--- src/cbz_pkg.sv ---
// ----------------------------------------------------------------------------
// cbz_pkg
// Shared types and fixed-point constants for the cubic Bezier point evaluator.
// ----------------------------------------------------------------------------
package cbz_pkg;

  // curve parameter t: unsigned, 16 fraction bits, one integer bit so 1.0 is exact
  localparam int T_FRAC    = 16;
  localparam int T_BITS    = T_FRAC + 1;
  localparam int SQ_BITS   = 2 * T_FRAC + 1;   // u*u, t*t
  localparam int CUBE_BITS = 3 * T_FRAC + 1;   // u*u*u and friends
  localparam int RAW_BITS  = CUBE_BITS + 2;    // room for the factor of three

  // weights are rounded from 48 to 30 fraction bits
  localparam int W_SHIFT   = 18;
  localparam int W_BITS    = 31;
  localparam int ACC_SHIFT = 30;

  localparam int BERN_3    = 3;

  localparam int NUM_REGS     = 8;
  localparam int CFG_IDX_BITS = 3;

  typedef enum logic [CFG_IDX_BITS-1:0] {
    REG_P0_X = 3'd0,
    REG_P0_Y = 3'd1,
    REG_P1_X = 3'd2,
    REG_P1_Y = 3'd3,
    REG_P2_X = 3'd4,
    REG_P2_Y = 3'd5,
    REG_P3_X = 3'd6,
    REG_P3_Y = 3'd7
  } cfg_reg_t;

  // reset values of the control points, Q12.4
  localparam int PT_RST [NUM_REGS] = '{6400, 9600, 8000, 3200, 12800, 3200, 14400, 9600};

  typedef logic [W_BITS-1:0] weight_t;

  // sideband that travels with every item through the pipe
  typedef struct packed {
    logic is_last;
    logic zero_cnt;
  } cbz_side_t;

endpackage

--- src/cbz_div.sv ---
// ----------------------------------------------------------------------------
// cbz_div
// Pipelined restoring divider: t = floor(i * 2^16 / n), one quotient bit per
// stage, with the index clamped to the count at entry.
// ----------------------------------------------------------------------------
module cbz_div #(
  parameter int STEP_BITS = 12
) (
  input  logic                          clk,
  input  logic                          rst_n,
  input  logic                          en,
  input  logic                          in_valid,
  input  logic [STEP_BITS-1:0]          step_index,
  input  logic [STEP_BITS-1:0]          step_count,
  output logic                          out_valid,
  output logic [cbz_pkg::T_BITS-1:0]    t_out,
  output cbz_pkg::cbz_side_t            side_out
);

  localparam int NSTG = cbz_pkg::T_FRAC + 1;

  logic [NSTG-1:0]            v_r;
  logic [STEP_BITS-1:0]       n_r   [NSTG-1];
  logic [STEP_BITS-1:0]       rem_r [NSTG-1];
  logic [cbz_pkg::T_BITS-1:0] q_r   [NSTG];
  cbz_pkg::cbz_side_t         side_r [NSTG];

  // one quotient bit per stage, computed from the stage before it
  logic [STEP_BITS:0]   rem2 [NSTG-1];
  logic [STEP_BITS-1:0] diff [NSTG-1];
  logic [NSTG-2:0]      ge;

  logic at_end;

  // i >= n: clamped index equals n, so the integer quotient bit is one
  assign at_end = (step_index >= step_count);

  always_comb begin
    for (int j = 0; j < NSTG - 1; j++) begin
      rem2[j] = {rem_r[j], 1'b0};
      diff[j] = rem2[j][STEP_BITS-1:0] - n_r[j];
      ge[j]   = (rem2[j] >= {1'b0, n_r[j]});
    end
  end

  always_ff @(posedge clk) begin
    if (!rst_n) begin
      v_r <= '0;
    end else if (en) begin
      v_r <= {v_r[NSTG-2:0], in_valid};
    end
  end

  always_ff @(posedge clk) begin
    if (en) begin
      n_r[0]             <= step_count;
      rem_r[0]           <= at_end ? '0 : step_index;
      q_r[0]             <= {{cbz_pkg::T_FRAC{1'b0}}, at_end};
      side_r[0].is_last  <= at_end;
      side_r[0].zero_cnt <= (step_count == '0);
      for (int j = 1; j < NSTG - 1; j++) begin
        n_r[j]   <= n_r[j-1];
        rem_r[j] <= ge[j-1] ? diff[j-1] : rem2[j-1][STEP_BITS-1:0];
      end
      for (int j = 1; j < NSTG; j++) begin
        q_r[j]    <= {q_r[j-1][cbz_pkg::T_BITS-2:0], ge[j-1]};
        side_r[j] <= side_r[j-1];
      end
    end
  end

  assign out_valid = v_r[NSTG-1];
  assign t_out     = q_r[NSTG-1];
  assign side_out  = side_r[NSTG-1];

endmodule

--- config.mk ---
export PLATFORM = sky130hd
export DESIGN_NAME = cbz_div
export DESIGN_NICKNAME = d
export VERILOG_FILES = /design/src/cbz_pkg.sv /design/src/cbz_div.sv
export SDC_FILE = /design/constraint.sdc
export NUM_CORES = 1
export LEC_CHECK = 0
export BUFFER_PORTS_ARGS = -buffer_cell sky130_fd_sc_hd__buf_4
export CAP_MARGIN = 5
export CORE_MARGIN = 2
export CORE_UTILIZATION = 40
export CTS_CLUSTER_SIZE = 20
export DETAILED_ROUTE_END_ITERATION = 12
export SLEW_MARGIN = 20
export SYNTH_ARGS = -nofsm -noshare
export SYNTH_HDL_FRONTEND = slang
export SYNTH_SLANG_ARGS = --single-unit
--- constraint.sdc ---
create_clock -name clk -period 3 [get_ports clk]
set_clock_uncertainty 0.15 [all_clocks]
set_input_delay 0.15 -clock clk [delete_from_list [all_inputs] [get_ports clk]]
set_output_delay 0.15 -clock clk [all_outputs]
set_load 0.005 [all_outputs]
# Word level (Yosys, flattened, before mapping)
# Memories as Yosys holds them, arrays and structs flattened.
# Cells that the tools add are included.
# word_totals
reg_bits	17
mem_bits_rw	707
in_bits	28
output_inout_bits	20
memories	4
# op_classes
n_addsub	15
order_cmp	17
n_mux	18
n_reduce_logical	1
# memory_table
memory	words	width	rd	rd_clocked_by_memory_dff	wr	line_no	source
q_r	17	17	17	0	17	cbz_div.sv:25	logic [cbz_pkg::T_BITS-1:0] q_r [NSTG];
n_r	16	12	16	0	16	cbz_div.sv:23	logic [STEP_BITS-1:0] n_r [NSTG-1];
rem_r	16	12	16	0	16	cbz_div.sv:24	logic [STEP_BITS-1:0] rem_r [NSTG-1];
side_r	17	2	17	0	17	cbz_div.sv:26	cbz_pkg::cbz_side_t side_r [NSTG];
# op_table
operator	n
13-bit by 12-bit greater-or-equal comparator with 1-bit output	16
12-bit 2-to-1 mux	16
12-bit subtractor	15
12-bit greater-or-equal comparator	1
12-bit zero test	1
1-bit 2-to-1 mux	2

# Longest topological paths before layout
# An unclocked memory read counts as a cell.
# logic_depth
depth_word	3
depth_mapped	10

# Least setup slack after synthesis
# OpenSTA, ideal clock, no wires.
# synth_path
path_kind	register -> register
startpoint	memory n_r[5][0] (netlist: n_r[0][60])
endpoint	memory rem_r[6][10] (netlist: rem_r[0][82]) (data pin)
t_arrival_ps	2135
required_ps	2590
slack_ps	455
stages_incl_launch_ff	8
path_buffers	0
path_cell_list	edfxtp_1 -> fa_1 -> nor2b_4 -> o31a_1 -> o21bai_1 -> and4b_1 -> or4_1 -> mux2_2
# synth_rtl
item	line_no
start: declaration	cbz_div.sv:23
end: declaration	cbz_div.sv:24

==> flow_metrics.tcl <==
set metrics [dict create \
    status "finished, final reports clean" \
    finalNetCount 2671 \
    tightest_slew_ns 0.833 \
    first_iter_violations 1092 \
    cp_max_fo 7 \
    dieArea_mm2 0.0753 \
    grt_pass1_vias 17769 \
    slew_violations 0 \
    clkTransAtPathRegs_ns 0.06 \
    seq_area_frac_synth 0.580 \
    crit_path_start_kind "register" \
    place_inst 3287 \
    crit_chain "ha_1 -> a21oi_1 -> nor2_1 -> a211oi_1 -> a21boi_2 -> o21a_1 -> buf_4 -> mux2_2" \
    core_area_mm2 0.0727 \
    slowest_stage "a211oi_1" \
    vias_per_cell 5.14 \
    avgSynthCellArea_um2 12.8 \
    num_rows 99 \
    ant_nets 0 \
    drc_errors 0 \
    cts_setup_buffers 0 \
    p_leak_nw 13.0 \
    synth_top_cell_by_area "edfxtp_1" \
    cp_data_arrival_time_ns 3.01 \
    ys_ff_latch 571 \
    synth_cell_types 76 \
    clkLatencyLatePin_ns 0.59 \
    worst-r2r-setup-slack_ns 0.17 \
    yosys-top-cells-area "edfxtp_1 (57%), ha_1 (8.7%), mux2_2 (4.5%)" \
    slew_headroom 0.444 \
    syn_inst 2294 \
    drive_above_1_share 0.133 \
    vias 17649 \
    start_util 0.402 \
    cap_violations 0 \
    rsz0062_at_grt "false" \
    grt_pass1_wl_um 93400 \
    p_per_area_mw_per_mm2 963 \
    wl_per_cell_um 16.6 \
    slowest_delay_ns 0.43 \
    post-place-ws_ns 0.155 \
    h-tree-depth 3 \
    grt_max_degree 86 \
    fmax_mhz 354 \
    synth_fp_nets 2540 \
    hold_viol 0 \
    worstSetupEndpointType "register" \
    die_y_um 274 \
    fin_setup_tns_ns 0 \
    grt_use_total 0.154 \
    cts-root-buf "clkbuf_16" \
    hpwl_um 40900 \
    grt_overflow_total 0 \
    irDropWorstVdd_uv 395 \
    clockBufferDepth 3 \
    cts.sinks 571 \
    period_needed_ns 2.83 \
    fin_ws_ns 0.174 \
    io_buffers 47 \
    async_flop_share 0 \
    holdCritPathClass "in -> reg" \
    whs_ns 0.157 \
    die_w_um 274 \
    gp_congestion 0.869 \
    antenna_found_initial 0 \
    yosysWarnings 0 \
    yosysTopAreaCellShare 0.568 \
    boundaryPins 48 \
    fillers 6456 \
    min_period_over_period 0.942 \
    area_growth_pct 13.8 \
    tritoncts "done" \
    ys.flop_type "edfxtp_1" \
    postLayoutCoreUtil 0.458 \
    synth_edf_count 554 \
    critical_path_class "reg -> reg" \
    drtPass1Iterations 6 \
    wirelength_um 57000 \
    worstPathRequired_ns 3.18 \
    cts_made_buffers 66 \
    synth_area_mm2 0.0293 \
    setup_viol 0 \
    stdcell_count 3433 \
]
[flip-flops by register name (all words and copies together), names as in the netlist]
register / cells
q_r: 137
rem_r: 192
side_r: 33
v_r: 17
n_r: 192
[layout by cell type, fill, tap and decap left out, types with 9 or more instances in the layout]
cell type,synthesis,routed
a31oi_1,11,11
dfxtp_1,17,17
a21o_1,30,30
a211oi_1,23,23
inv_1,248,248
clkinv_2,0,10
or2_2,10,10
xnor2_1,65,65
o21bai_1,13,13
o31a_1,22,22
o21ai_0,109,108
nor2b_1,68,68
buf_4,23,76
clkbuf_16,0,67
nand2_1,92,92
ha_1,203,203
o31ai_1,19,19
edfxtp_1,554,554
clkbuf_1,16,13
dlygate4sd3_1,0,29
mux2i_1,34,34
a21oi_1,124,124
clkinv_1,0,9
o21a_1,61,60
nor2_1,116,116
nand4_1,22,22
xor2_1,36,36
nand3_1,22,22
a21boi_0,19,19
a211o_1,10,10
buf_12,0,9
mux2_2,117,117
fa_1,15,15
nor3_1,45,44
nand2b_1,21,21
[cells by family after synthesis]
family	synth area share
flip-flops	0.580
AO/OA/AOI/OAI	0.111
multiplexers	0.0574
buffers and inverters	0.0431
AND/OR/NAND/NOR	0.0811
XOR/XNOR	0.0302
adder cells (fa/ha/maj)	0.0971
[report_power, final]
group	internal (mW)	leakage [nW]	switching [mW]
Combinational	5.88	6.48	6.27
Sequential	11.2	5.54	0.915
Clock	4.63	1.01	3.16
[cells in the mapped netlist (11+ instances only)]
master    count
edfxtp_1    554
inv_1       248
ha_1        203
a21oi_1     124
mux2_2      117
nor2_1      116
o21ai_0     109
nand2_1      92
nor2b_1      68
xnor2_1      65
o21a_1       61
nor3_1       45
xor2_1       36
mux2i_1      34
a21o_1       30
a211oi_1     23
buf_4        23
nand3_1      22
nand4_1      22
o31a_1       22
nand2b_1     21
a21boi_0     19
o31ai_1      19
dfxtp_1      17
clkbuf_1     16
fa_1         15
o21bai_1     13
a31oi_1      11
[critical path: cells and delay by family (launching register included)]
family / cells / cell delay, ns
AOI/OAI and AO/OA: 4 / 1.04
DFF: 1 / 0.39
adders and majority gates: 1 / 0.39
muxes: 1 / 0.37
buffers and inverters: 1 / 0.17
and+or+nand+nor: 1 / 0.06
[through the flow]
stage	power [mW]	instance area, um2
2_1_floorplan	21.2	29300
3_3_place_gp	24.1	30900
6_report	32.1	33300
5_1_grt	34.3	33300
4_1_cts	32.4	33300
3_5_place_dp	24.3	30900
[per-layer routing]
layer  vias to the layer above  wire (um)  global-route usage
met3                       101       2080              0.0244
met5                         -          0                   0
met4                         0       1500              0.0571
li1                       8743          -                   -
met2                       288      26900               0.250
met1                      8517      26600               0.209
[cell type report]
type | instances | area (um2) | share of cell area
timing repair buffer | 115 | 1060 | 0.0317
inverter | 248 | 931 | 0.0280
multi-input combinational | 1423 | 11000 | 0.331
clock inverter | 35 | 372 | 0.0112
antenna | 2 | 5.00 | 0.000150
clock buffer | 80 | 1730 | 0.0518
tap | 959 | 1200 | 0.0360
sequential | 571 | 17000 | 0.510
[timing repair]
action,4_1_cts,5_1_grt
endpoints found under the setup margin,0,19
hold buffers,29,0
endpoints found under the hold margin,67,0
gates resized for setup,0,2
[path summary, 6_finish.rpt]
kind | cells after the start | end | start
max | 8 | rem_r[1][95] | rem_r[1][77]
min reg2reg | 0 | q_r[0][120] | q_r[0][102]
max reg2reg | 8 | rem_r[1][95] | rem_r[1][77]
min | 2 | n_r[0][8] | step_count[8]
No activity file was read; power rests on OpenSTA's default activity.
